**src/fwu_pkg.sv**
```systemverilog
// Shared types and constants of the FIFO with undo history.
package fwu_pkg;

   localparam int QUEUE_DEPTH_DEFAULT   = 16;
   localparam int HISTORY_DEPTH_DEFAULT = 32;
   localparam int ID_WIDTH              = 8;
   localparam int REC_WIDTH             = ID_WIDTH + 1;

   typedef enum logic [1:0] {
      CMD_ENQUEUE = 2'd0,
      CMD_DEQUEUE = 2'd1,
      CMD_UNDO    = 2'd2
   } command_type;

   typedef enum logic [1:0] {
      STATUS_OK      = 2'd0,
      STATUS_EMPTY   = 2'd1,
      STATUS_FULL    = 2'd2,
      STATUS_NO_UNDO = 2'd3
   } status_type;

   localparam logic KIND_ENQUEUE = 1'b0;
   localparam logic KIND_DEQUEUE = 1'b1;

endpackage

```
**src/fifo_with_undo_history.sv**
```systemverilog
// Top level: bounded FIFO of entry identifiers with an undo history stack.
// The block takes one command per cycle (enqueue, dequeue or undo) and gives one
// response per command in the cycle after acceptance, from an output register; it
// accepts a new command whenever that register is empty or being drained, so the
// sustained rate is one command per clock. Queue slots and history records live
// in two RAMs whose registered read ports always prefetch the slot at the queue
// head and the record on top of the history for the state the next command sees;
// a write to that slot in the same cycle is forwarded. A push onto a full history
// drops its oldest record. No clearing pass is needed after reset.
module fifo_with_undo_history #(
   parameter int QUEUE_DEPTH   = fwu_pkg::QUEUE_DEPTH_DEFAULT,
   parameter int HISTORY_DEPTH = fwu_pkg::HISTORY_DEPTH_DEFAULT
) (
   input  logic                               clock,
   input  logic                               reset,
   input  logic                               req_valid,
   output logic                               req_ready,
   input  logic [1:0]                         req_command,
   input  logic [fwu_pkg::ID_WIDTH-1:0]       req_entry_id,
   output logic                               rsp_valid,
   input  logic                               rsp_ready,
   output logic [1:0]                         rsp_status,
   output logic [fwu_pkg::ID_WIDTH-1:0]       rsp_result_id,
   output logic                               rsp_undone_kind,
   output logic [$clog2(QUEUE_DEPTH+1)-1:0]   rsp_queue_count
);

   localparam int QAW = $clog2(QUEUE_DEPTH);
   localparam int QCW = $clog2(QUEUE_DEPTH + 1);
   localparam int HAW = $clog2(HISTORY_DEPTH);
   localparam int HCW = $clog2(HISTORY_DEPTH + 1);
   localparam int IW  = fwu_pkg::ID_WIDTH;
   localparam int RW  = fwu_pkg::REC_WIDTH;

   logic [QAW-1:0] head_ff, head_in;
   logic [QCW-1:0] count_ff, count_in;
   logic [HAW-1:0] htop_ff, htop_in;
   logic [HCW-1:0] hcount_ff, hcount_in;

   logic           q_we;
   logic [QAW-1:0] q_waddr;
   logic [IW-1:0]  q_wdata;
   logic [QAW-1:0] q_raddr;
   logic [IW-1:0]  q_rdata;
   logic           q_byp_ff, q_byp_in;
   logic [IW-1:0]  q_byp_data_ff;
   logic [IW-1:0]  q_head_data;

   logic           h_we;
   logic [RW-1:0]  h_wdata;
   logic [HAW-1:0] h_raddr;
   logic [RW-1:0]  h_rdata;
   logic           h_byp_ff, h_byp_in;
   logic [RW-1:0]  h_byp_data_ff;
   logic [RW-1:0]  h_top_data;

   logic [QAW:0]   tail_sum;
   logic [QAW-1:0] tail;
   logic [QAW-1:0] head_inc, head_dec;
   logic [HAW-1:0] htop_inc, htop_dec;
   logic           accept;
   logic           push;
   logic           push_kind;
   logic [IW-1:0]  push_id;

   fwu_pkg::status_type status_in, status_ff;
   logic [IW-1:0]  result_in, result_ff;
   logic           kind_in, kind_ff;
   logic [QCW-1:0] out_count_ff;
   logic           rsp_valid_ff, rsp_valid_in;

   assign accept    = req_valid && req_ready;
   assign req_ready = !rsp_valid_ff || rsp_ready;

   assign tail_sum = (QAW+1)'(head_ff) + (QAW+1)'(count_ff);
   assign tail     = (tail_sum >= (QAW+1)'(QUEUE_DEPTH))
                     ? QAW'(tail_sum - (QAW+1)'(QUEUE_DEPTH)) : QAW'(tail_sum);
   assign head_inc = (head_ff == QAW'(QUEUE_DEPTH - 1)) ? '0 : head_ff + 1'b1;
   assign head_dec = (head_ff == '0) ? QAW'(QUEUE_DEPTH - 1) : head_ff - 1'b1;
   assign htop_inc = (htop_ff == HAW'(HISTORY_DEPTH - 1)) ? '0 : htop_ff + 1'b1;
   assign htop_dec = (htop_ff == '0) ? HAW'(HISTORY_DEPTH - 1) : htop_ff - 1'b1;

   assign q_head_data = q_byp_ff ? q_byp_data_ff : q_rdata;
   assign h_top_data  = h_byp_ff ? h_byp_data_ff : h_rdata;

   always_comb begin
      head_in   = head_ff;
      count_in  = count_ff;
      htop_in   = htop_ff;
      hcount_in = hcount_ff;
      q_we      = 1'b0;
      q_waddr   = tail;
      q_wdata   = req_entry_id;
      push      = 1'b0;
      push_kind = fwu_pkg::KIND_ENQUEUE;
      push_id   = req_entry_id;
      status_in = fwu_pkg::STATUS_OK;
      result_in = '0;
      kind_in   = fwu_pkg::KIND_ENQUEUE;
      if (accept) begin
         case (req_command)
            fwu_pkg::CMD_ENQUEUE: begin
               if (count_ff == QCW'(QUEUE_DEPTH)) begin
                  status_in = fwu_pkg::STATUS_FULL;
               end else begin
                  q_we     = 1'b1;
                  count_in = count_ff + 1'b1;
                  push     = 1'b1;
               end
            end
            fwu_pkg::CMD_DEQUEUE: begin
               if (count_ff == '0) begin
                  status_in = fwu_pkg::STATUS_EMPTY;
               end else begin
                  result_in = q_head_data;
                  head_in   = head_inc;
                  count_in  = count_ff - 1'b1;
                  push      = 1'b1;
                  push_kind = fwu_pkg::KIND_DEQUEUE;
                  push_id   = q_head_data;
               end
            end
            fwu_pkg::CMD_UNDO: begin
               if (hcount_ff == '0) begin
                  status_in = fwu_pkg::STATUS_NO_UNDO;
               end else begin
                  htop_in   = htop_dec;
                  hcount_in = hcount_ff - 1'b1;
                  result_in = h_top_data[IW-1:0];
                  kind_in   = h_top_data[IW];
                  if (h_top_data[IW] == fwu_pkg::KIND_ENQUEUE) begin
                     if (count_ff == '0) begin
                        status_in = fwu_pkg::STATUS_EMPTY;
                     end else begin
                        count_in = count_ff - 1'b1;
                     end
                  end else begin
                     if (count_ff == QCW'(QUEUE_DEPTH)) begin
                        status_in = fwu_pkg::STATUS_FULL;
                     end else begin
                        head_in  = head_dec;
                        q_we     = 1'b1;
                        q_waddr  = head_dec;
                        q_wdata  = h_top_data[IW-1:0];
                        count_in = count_ff + 1'b1;
                     end
                  end
               end
            end
            default: begin
            end
         endcase
      end
      if (push) begin
         htop_in = htop_inc;
         if (hcount_ff != HCW'(HISTORY_DEPTH)) begin
            hcount_in = hcount_ff + 1'b1;
         end
      end
   end

   assign h_we    = push;
   assign h_wdata = {push_kind, push_id};

   assign q_raddr  = head_in;
   assign h_raddr  = (htop_in == '0) ? HAW'(HISTORY_DEPTH - 1) : htop_in - 1'b1;
   assign q_byp_in = q_we && (q_waddr == q_raddr);
   assign h_byp_in = h_we && (htop_ff == h_raddr);

   assign rsp_valid_in = accept || (rsp_valid_ff && !rsp_ready);

   always_ff @(posedge clock) begin
      if (reset) begin
         head_ff      <= '0;
         count_ff     <= '0;
         htop_ff      <= '0;
         hcount_ff    <= '0;
         q_byp_ff     <= 1'b0;
         h_byp_ff     <= 1'b0;
         rsp_valid_ff <= 1'b0;
      end else begin
         head_ff      <= head_in;
         count_ff     <= count_in;
         htop_ff      <= htop_in;
         hcount_ff    <= hcount_in;
         q_byp_ff     <= q_byp_in;
         h_byp_ff     <= h_byp_in;
         rsp_valid_ff <= rsp_valid_in;
      end
   end

   always_ff @(posedge clock) begin
      q_byp_data_ff <= q_wdata;
      h_byp_data_ff <= h_wdata;
      if (accept) begin
         status_ff    <= status_in;
         result_ff    <= result_in;
         kind_ff      <= kind_in;
         out_count_ff <= count_in;
      end
   end

   fwu_ram #(
      .WIDTH (IW),
      .DEPTH (QUEUE_DEPTH)
   ) u_queue_ram (
      .clock   (clock),
      .wr_en   (q_we),
      .wr_addr (q_waddr),
      .wr_data (q_wdata),
      .rd_addr (q_raddr),
      .rd_data (q_rdata)
   );

   fwu_ram #(
      .WIDTH (RW),
      .DEPTH (HISTORY_DEPTH)
   ) u_history_ram (
      .clock   (clock),
      .wr_en   (h_we),
      .wr_addr (htop_ff),
      .wr_data (h_wdata),
      .rd_addr (h_raddr),
      .rd_data (h_rdata)
   );

   assign rsp_valid       = rsp_valid_ff;
   assign rsp_status      = status_ff;
   assign rsp_result_id   = result_ff;
   assign rsp_undone_kind = kind_ff;
   assign rsp_queue_count = out_count_ff;

endmodule

```
**src/fwu_ram.sv**
```systemverilog
// Generic single-port-write, single-port-read RAM with registered read-first output.
module fwu_ram #(
   parameter int WIDTH = 8,
   parameter int DEPTH = 16
) (
   input  logic                     clock,
   input  logic                     wr_en,
   input  logic [$clog2(DEPTH)-1:0] wr_addr,
   input  logic [WIDTH-1:0]         wr_data,
   input  logic [$clog2(DEPTH)-1:0] rd_addr,
   output logic [WIDTH-1:0]         rd_data
);

   logic [WIDTH-1:0] mem_ff [DEPTH];
   logic [WIDTH-1:0] rd_data_ff;

   always_ff @(posedge clock) begin
      if (wr_en) begin
         mem_ff[wr_addr] <= wr_data;
      end
      rd_data_ff <= mem_ff[rd_addr];
   end

   assign rd_data = rd_data_ff;

endmodule

```
**config.mk**
```make
export PLATFORM = sky130hd
export DESIGN_NAME = fifo_with_undo_history
export DESIGN_NICKNAME = d
export VERILOG_FILES = /design/src/fwu_pkg.sv /design/src/fifo_with_undo_history.sv /design/src/fwu_ram.sv
export SDC_FILE = /design/constraint.sdc
export NUM_CORES = 1
export LEC_CHECK = 0
export BUFFER_PORTS_ARGS = -buffer_cell sky130_fd_sc_hd__buf_4
export CAP_MARGIN = 20
export CORE_MARGIN = 4
export CORE_UTILIZATION = 60
export DETAILED_ROUTE_END_ITERATION = 12
export PLACE_DENSITY = 0.76
export RECOVER_POWER = 100
export SLEW_MARGIN = 0
export SYNTH_ARGS = -nofsm -noshare
export SYNTH_HDL_FRONTEND = slang
export SYNTH_SLANG_ARGS = --single-unit
```
**constraint.sdc**
```tcl
create_clock -name clock -period 5.2 [get_ports clock]
set_input_delay 1.04 -clock clock [delete_from_list [all_inputs] [get_ports clock]]
set_output_delay 1.04 -clock clock [all_outputs]
set_load 0.05 [all_outputs]
```
==> impl_metrics.ini, run 1 <==
[outcome]
outcome = finished with violations
violations = max-capacitance violations, max-slew violations

[sta]
report.final.hold_viol_count = 0
timing.final.ws_setup_ns = 0.428
hold_slack_ns = 0.543
finalSetupViolCount = 0
max-slew-margin-rel_pct = -33.6
drv_slew = 25
rsz0062_at_grt = no
layout_min_cycle_time_ns = 4.77
fin_crit_sh_pct = 91.8
finalSetupTns_ns = 0
skew_ns = 0.0139
tightest_slew_ns = 2.00
fmax_ghz = 0.210

[power_and_ir_drop]
p_seq_share_pct = 48.1
comb_power_share_pct = 14.6
total_power_mw = 9.21
switching_share_pct = 26.5
power.clock.fraction_pct = 37.2
peakVddDrop_mv = 0.398
power_density_nw_per_um2 = 405
p_sw_mw = 2.44
intPower_mw = 6.77
p_leak_nw = 7.52

[drt]
detail_route.vias_per_cell = 6.49
ant_nets = 0
dr_total_vias = 13100
first_pass_iters = 6
drc = 0
drt-wirelength-per-cell_um = 24.5
first_iter_violations = 1851
finalWirelength_um = 49200

[grt]
grt_max_degree = 74
antenna_found_initial = 0
grt_pass1_vias = 12400
grt_pass1_wl_um = 74900
grt_overflow = 0
grt_use_total_pct = 26.6

[place]
place_congestion = 0.918
dp.cells = 1922
dp_hpwl_um = 30400
place_worst_setup_slack_ns = 0.293
placed_area_sq_um = 21400
io_buffers = 31

[critical_path]
arrival_ns = 5.28
end_kind = flop
path_class = flop to flop
r2r_end = u_history_ram.rd_data[8]$_DFF_P_
crit_fanout = 33
rrSetupSlack_ns = 0.43
r2r_cells = 16
cpLargestDelayFamily = compound AO/OA/AOI/OAI gates
start_kind = flop
critPathRequiredTime_ns = 5.71
worstPathCellList = inv_1 > ha_1 > or4b_1 > a22oi_1 > nor2_4 > a221oi_4 > inv_2 > ha_2 > o311a_4 > a2111o_1 > nand2_4 > clkbuf_4 > a21oi_1 > a221oi_1 > a211oi_1 > a211oi_2
cpPeakStageDelay_ns = 0.63
cp_num_buf_inv = 3
cp_slowest_cell = or4b_1
r2r_start = count_ff[0]$_SDFF_PP0_

[synth]
synth_compound_area_share_pct = 10.1
synthCells = 1492
synth_simple_gate_area_share_pct = 9.67
synth_area_per_cell_sq_um = 13.8
synthArstFlopShare_pct = 0
synth-seq-cells = 489
netlist_area_sq_um = 20600
ys.flop_type = edfxtp_1
synth_cell_types = 77
synth_top_family_by_area = compound AO/OA/AOI/OAI gates
synth_nets = 1529
synth_edf_count = 432
synth_xor_area_share_pct = 0.724
synth-seq-area-share_pct = 68.6
synth_mux_area_share_pct = 6.91
synth_adder_area_share_pct = 1.43
ys_warn_count = 0

[clocking]
post_cts_buffers = 0
clk_latency_ns = 0.58
root_buffer = clkbuf_16
cts_buffers = 48
cts.sinks = 489
clk_pin_slew_worst_paths_ns = 0.06
cts-resized-gates = 0
postCtsHoldBufs = 0
cts_max_level = 2
tritoncts = built
clock_path_buffers = 3

[finish]
final_core_util_pct = 67.5
fin_nets = 1562
area_growth_pct = 10.6
finalNonFillerCells = 2011
drive_gt1_share_pct = 11.5
finalInstanceArea_sq_um = 22800
n_antenna_cell = 0

[floorplan]
initial_core_util_pct = 61.1
pin_count = 32
die_area_sq_um = 37300
coreArea_sq_um = 33700
dieHeight_um = 193
die_w_um = 193
rows = 67

[hold_path]
min_to = hcount_ff[4]$_SDFF_PP0_
min_from = hcount_ff[5]$_SDFF_PP0_
hp-class = flop to flop
whs_path_depth = 2

[flow_run]
maxCapViolCount = 1
==> synth_stat cells (all sizes together) (2+ instances only) <==
library cell / count / share of area [%]
inv: 20 / 0.36
a22oi: 3 / 0.18
a21o: 3 / 0.11
nor2: 122 / 2.3
xor2: 4 / 0.17
nor2b: 8 / 0.24
nand3: 55 / 1.3
or3: 4 / 0.12
nor4: 3 / 0.091
ha: 22 / 1.3
o31a: 4 / 0.17
o32ai: 8 / 0.34
mux4: 32 / 3.5
o21ai: 28 / 0.68
o211ai: 2 / 0.073
a32oi: 17 / 0.72
nand4: 6 / 0.18
or4b: 2 / 0.097
a32o: 10 / 0.49
buf: 39 / 1.2
o221ai: 3 / 0.13
a21oi: 106 / 2.6
a211oi: 17 / 0.81
nand2: 204 / 3.8
xnor2: 13 / 0.55
o31ai: 3 / 0.11
a221o: 5 / 0.24
mux2i: 69 / 3.4
a311oi: 2 / 0.085
edfxtp: 432 / 63
o22ai: 10 / 0.30
nand2b: 5 / 0.15
a2111oi: 3 / 0.16
a31o: 5 / 0.21
a22o: 2 / 0.085
clkbuf: 53 / 0.99
a221oi: 32 / 1.4
a31oi: 22 / 0.74
nor3: 18 / 0.44
and2: 13 / 0.40
nor3b: 2 / 0.073
dfxtp: 57 / 5.5
or2: 3 / 0.091
and3: 4 / 0.12
==> worst max-delay path by stage <==
| stage | start | end | slack (ns) | depth (start not counted) |
|---|---|---|---|---|
| final | count_ff[0]$_SDFF_PP0_ | u_history_ram.rd_data[8]$_DFF_P_ | 0.43 | 16 |
| after global routing | count_ff[0]$_SDFF_PP0_ | u_history_ram.rd_data[2]$_DFF_P_ | 0.07 | 16 |
| after CTS | hcount_ff[0]$_SDFF_PP0_ | u_history_ram.rd_data[5]$_DFF_P_ | 0.50 | 16 |
| after detailed placement | req_command[0] | u_history_ram.rd_data[5]$_DFF_P_ | 0.29 | 17 |
| after global placement | req_command[0] | u_history_ram.rd_data[4]$_DFF_P_ | 0.37 | 16 |
| after floorplan | rsp_ready | u_history_ram.rd_data[3]$_DFF_P_ | 0.08 | 19 |
==> routing by layer <==
| layer | vias up | wire length (um) | track usage [%] |
|---|---|---|---|
| li1 | 5774 | - | - |
| met3 | 110 | 4940 | 5.87 |
| met2 | 723 | 23400 | 41.4 |
| met4 | 0 | 1560 | 8.39 |
| met1 | 6448 | 19300 | 38.3 |
| met5 | - | 0 | 0 |
==> sequential cells by signal, indices dropped and copies added, names as in the netlist <==
name / count
count_ff: 5
h_byp_data_ff: 9
h_byp_ff: 1
hcount_ff: 6
head_ff: 4
htop_ff: 5
q_byp_data_ff: 8
q_byp_ff: 1
rsp_queue_count: 5
rsp_result_id: 8
rsp_status: 2
rsp_undone_kind: 1
rsp_valid: 1
u_history_ram.mem_ff: 288
u_history_ram.rd_data: 9
u_queue_ram.mem_ff: 128
u_queue_ram.rd_data: 8
==> cell families (layout without fill, tap and decap cells) <==
logic type      after synthesis  in the layout
flops                       489            489
simple gates                455            455
compound gates              294            294
buf+inv                     112            183
mux                         102            102
fa+ha+maj                    23             23
xor+xnor                     17             17
==> layout make-up <==
type / instances / area, sq um
repair buffers: 75 / 489
fillers: 2314 / 10900
clock buffers: 63 / 1300
multi-input cells: 891 / 5970
inverters: 20 / 75.1
flip-flops and latches: 489 / 14100
well taps: 448 / 561
clock inverters: 25 / 246
==> worst reg2reg max path, cell delays in order (launching register included) <==
cell and delay [ns]:
dfxtp_1 0.31, inv_1 0.14, ha_1 0.28, or4b_1 0.63, a22oi_1 0.43, nor2_4 0.13, a221oi_4 0.33, inv_2 0.16
ha_2 0.21, o311a_4 0.13, a2111o_1 0.42, nand2_4 0.29, clkbuf_4 0.45, a21oi_1 0.11, a221oi_1 0.36, a211oi_1 0.12
a211oi_2 0.20
==> cells in the final DEF, fill, tap and decap left out, types with 6 or more instances in the layout <==
cell	synthesis	routed
edfxtp_1	432	432
nand2_1	203	203
nor2_1	121	121
a21oi_1	105	98
mux2i_1	69	69
dfxtp_1	57	57
nand3_1	55	55
clkbuf_16	0	49
clkbuf_1	50	43
mux4_2	32	32
a221oi_1	31	31
buf_4	4	28
o21ai_0	25	26
a31oi_1	21	21
ha_1	22	21
inv_1	19	19
nor3_1	18	18
a32oi_1	17	17
xnor2_1	13	13
o22ai_1	10	10
a32o_1	10	10
and2_0	0	9
a211oi_1	9	9
o32ai_1	8	8
a211oi_2	8	8
nor2b_1	8	8
clkbuf_2	3	8
a21oi_2	1	7
clkinv_2	0	7
nand4_1	6	6
clkinv_1	0	6
==> power groups by stage <==
| stage | clock, mW | sequential, mW | combinational (mW) |
|---|---|---|---|
| 4_1_cts | 3.47 | 4.43 | 1.35 |
| 6_report | 3.43 | 4.43 | 1.35 |
| 5_1_grt | 3.64 | 4.44 | 1.45 |
| 3_3_place_gp | 0 | 4.51 | 1.30 |
| 2_1_floorplan | 0 | 4.51 | 0.915 |
| 3_5_place_dp | 0 | 4.51 | 1.34 |
Power figures use the tool's default switching activity.
==> run 2: changes to the inputs <==
Settings changed: CORE_ASPECT_RATIO set to 0.9.
==> run 2 against run 1 <==
  * The run still ends with max-capacitance violations, max-slew violations left
  * Critical path depth decreased by 7
  * Combinational power about the same
  * Core utilization decreased by 0.24 points
  * Power increased by 0.36%
  * Worst hold slack improved by 0.013 ns
  * Via count increased by 0.34%
  * Routed wire length decreased by 0.79%
  * Register-to-register slack got worse by 0.11 ns
  * Clock skew increased by 0.013 ns
  * Global-route usage decreased by 0.49 points
  * Final cell count increased by 1.2%
  * Critical endpoint is now u_history_ram.mem_ff[0][3]$_DFFE_PP_
==> impl_metrics.ini, run 2 (same netlist as run 1, synthesis figures left out) <==
[floorplan]
dieHeight_um = 184
die_area_sq_um = 37300
die_w_um = 203
rows = 64
coreArea_sq_um = 34000
initial_core_util_pct = 60.6
pin_count = 32

[drt]
drt-wirelength-per-cell_um = 24.0
detail_route.vias_per_cell = 6.44
dr_total_vias = 13100
drc = 0
finalWirelength_um = 48900
first_iter_violations = 1624
ant_nets = 0
first_pass_iters = 6

[clocking]
post_cts_buffers = 0
cts.sinks = 489
clk_pin_slew_worst_paths_ns = 0.06
cts-resized-gates = 0
root_buffer = clkbuf_16
tritoncts = built
clk_latency_ns = 0.58
cts_max_level = 2
postCtsHoldBufs = 0
clock_path_buffers = 3
cts_buffers = 47

[sta]
max-slew-margin-rel_pct = -51.4
report.final.hold_viol_count = 0
drv_slew = 46
rsz0062_at_grt = no
finalSetupViolCount = 0
layout_min_cycle_time_ns = 4.88
skew_ns = 0.0267
finalSetupTns_ns = 0
fmax_ghz = 0.205
fin_crit_sh_pct = 93.9
tightest_slew_ns = 2.27
hold_slack_ns = 0.557

[critical_path]
crit_fanout = 45
path_class = flop to flop
end_kind = flop
start_kind = flop
arrival_ns = 5.14
critPathRequiredTime_ns = 5.45

[grt]
grt_max_degree = 73
grt_pass1_vias = 12400
grt_pass1_wl_um = 74800
antenna_found_initial = 0
grt_overflow = 0
grt_use_total_pct = 26.1

[finish]
largest-register = u_history_ram.mem_ff
layout_common_cells = edfxtp_1, nand2_1, nor2_1
largest_registers = u_history_ram.mem_ff (288), u_queue_ram.mem_ff (128)
n_antenna_cell = 0
area_growth_pct = 11.0
drive_gt1_share_pct = 11.6
largest_reg_flops = 288
finalInstanceArea_sq_um = 22800
fillers = 2390
fin_nets = 1571
final_common_cell = edfxtp_1

[outcome]
violations = max-capacitance violations, max-slew violations
outcome = finished with violations

[hold_path]
hp-class = flop to flop

[place]
placed_area_sq_um = 21500
dp_hpwl_um = 30300
io_buffers = 31
place_congestion = 0.899

[power_and_ir_drop]
peakVddDrop_mv = 0.407
power_density_nw_per_um2 = 405
p_leak_nw = 7.57

[flow_run]
maxCapViolCount = 1
[run 2: cell count changes in the layout (fill, tap and decap cells not counted), moves of 3 or more]
cell / delta
a21oi_2: -3
clkbuf_8: +3
clkbuf_2: -3
clkinv_4: -3
clkbuf_1: +4
a21oi_1: +3
inv_6: -4
buf_4: +10
[run 2: per-layer routing]
| layer | wire (um) | track usage [%] |
|---|---|---|
| met4 | 1280 | 6.56 |
| met3 | 5130 | 5.98 |
| met5 | 0 | 0 |
| met2 | 22400 | 39.8 |
| met1 | 20100 | 39.0 |
[run 2: stage by stage]
stage	worst slack (ns)	instances	util (%)	power [mW]
floorplan	0.0821	1492	-	5.42
global placement	0.470	1946	63.2	5.83
detailed placement	0.449	1946	63.2	5.86
CTS	0.597	2034	67.8	9.28
global route	0.0749	2035	67.3	9.56
finish	0.316	2035	67.3	9.24
[run 2: report_power, final]
part	internal [mW]	switching [mW]	total (mW)
logic	0.441	0.915	1.36
clock network	2.00	1.46	3.46
registers	4.37	0.0591	4.43
total	6.81	2.43	9.24
[run 2: worst paths after layout]
path / slack (ns) / to / from / depth (start not counted)
hold / removal: 0.56 / hcount_ff[4]$_SDFF_PP0_ / hcount_ff[5]$_SDFF_PP0_ / 2
hold reg to reg: 0.56 / hcount_ff[4]$_SDFF_PP0_ / hcount_ff[5]$_SDFF_PP0_ / 2
setup / recovery: 0.32 / u_history_ram.mem_ff[0][3]$_DFFE_PP_ / count_ff[0]$_SDFF_PP0_ / 9
setup reg to reg: 0.32 / u_history_ram.mem_ff[0][3]$_DFFE_PP_ / count_ff[0]$_SDFF_PP0_ / 9
[run 2: cell type report]
type / count / area, sq um / area share, %
clock buffer: 64 / 1290 / 5.65
inverter: 20 / 75.1 / 0.329
tap: 462 / 578 / 2.53
clock inverter: 24 / 284 / 1.24
sequential: 489 / 14100 / 61.8
multi-input combinational: 891 / 5940 / 26.0
timing repair buffer: 85 / 557 / 2.44
[run 2: critical path, stage by stage (launching register included)]
cell and delay, ns:
dfxtp_1 0.33, inv_1 0.09, ha_1 0.26, or4b_1 0.36, nand2_1 0.36, nor2_1 0.47
clkbuf_1 1.67, nor2_1 0.07, a21oi_1 0.25, clkbuf_2 0.66
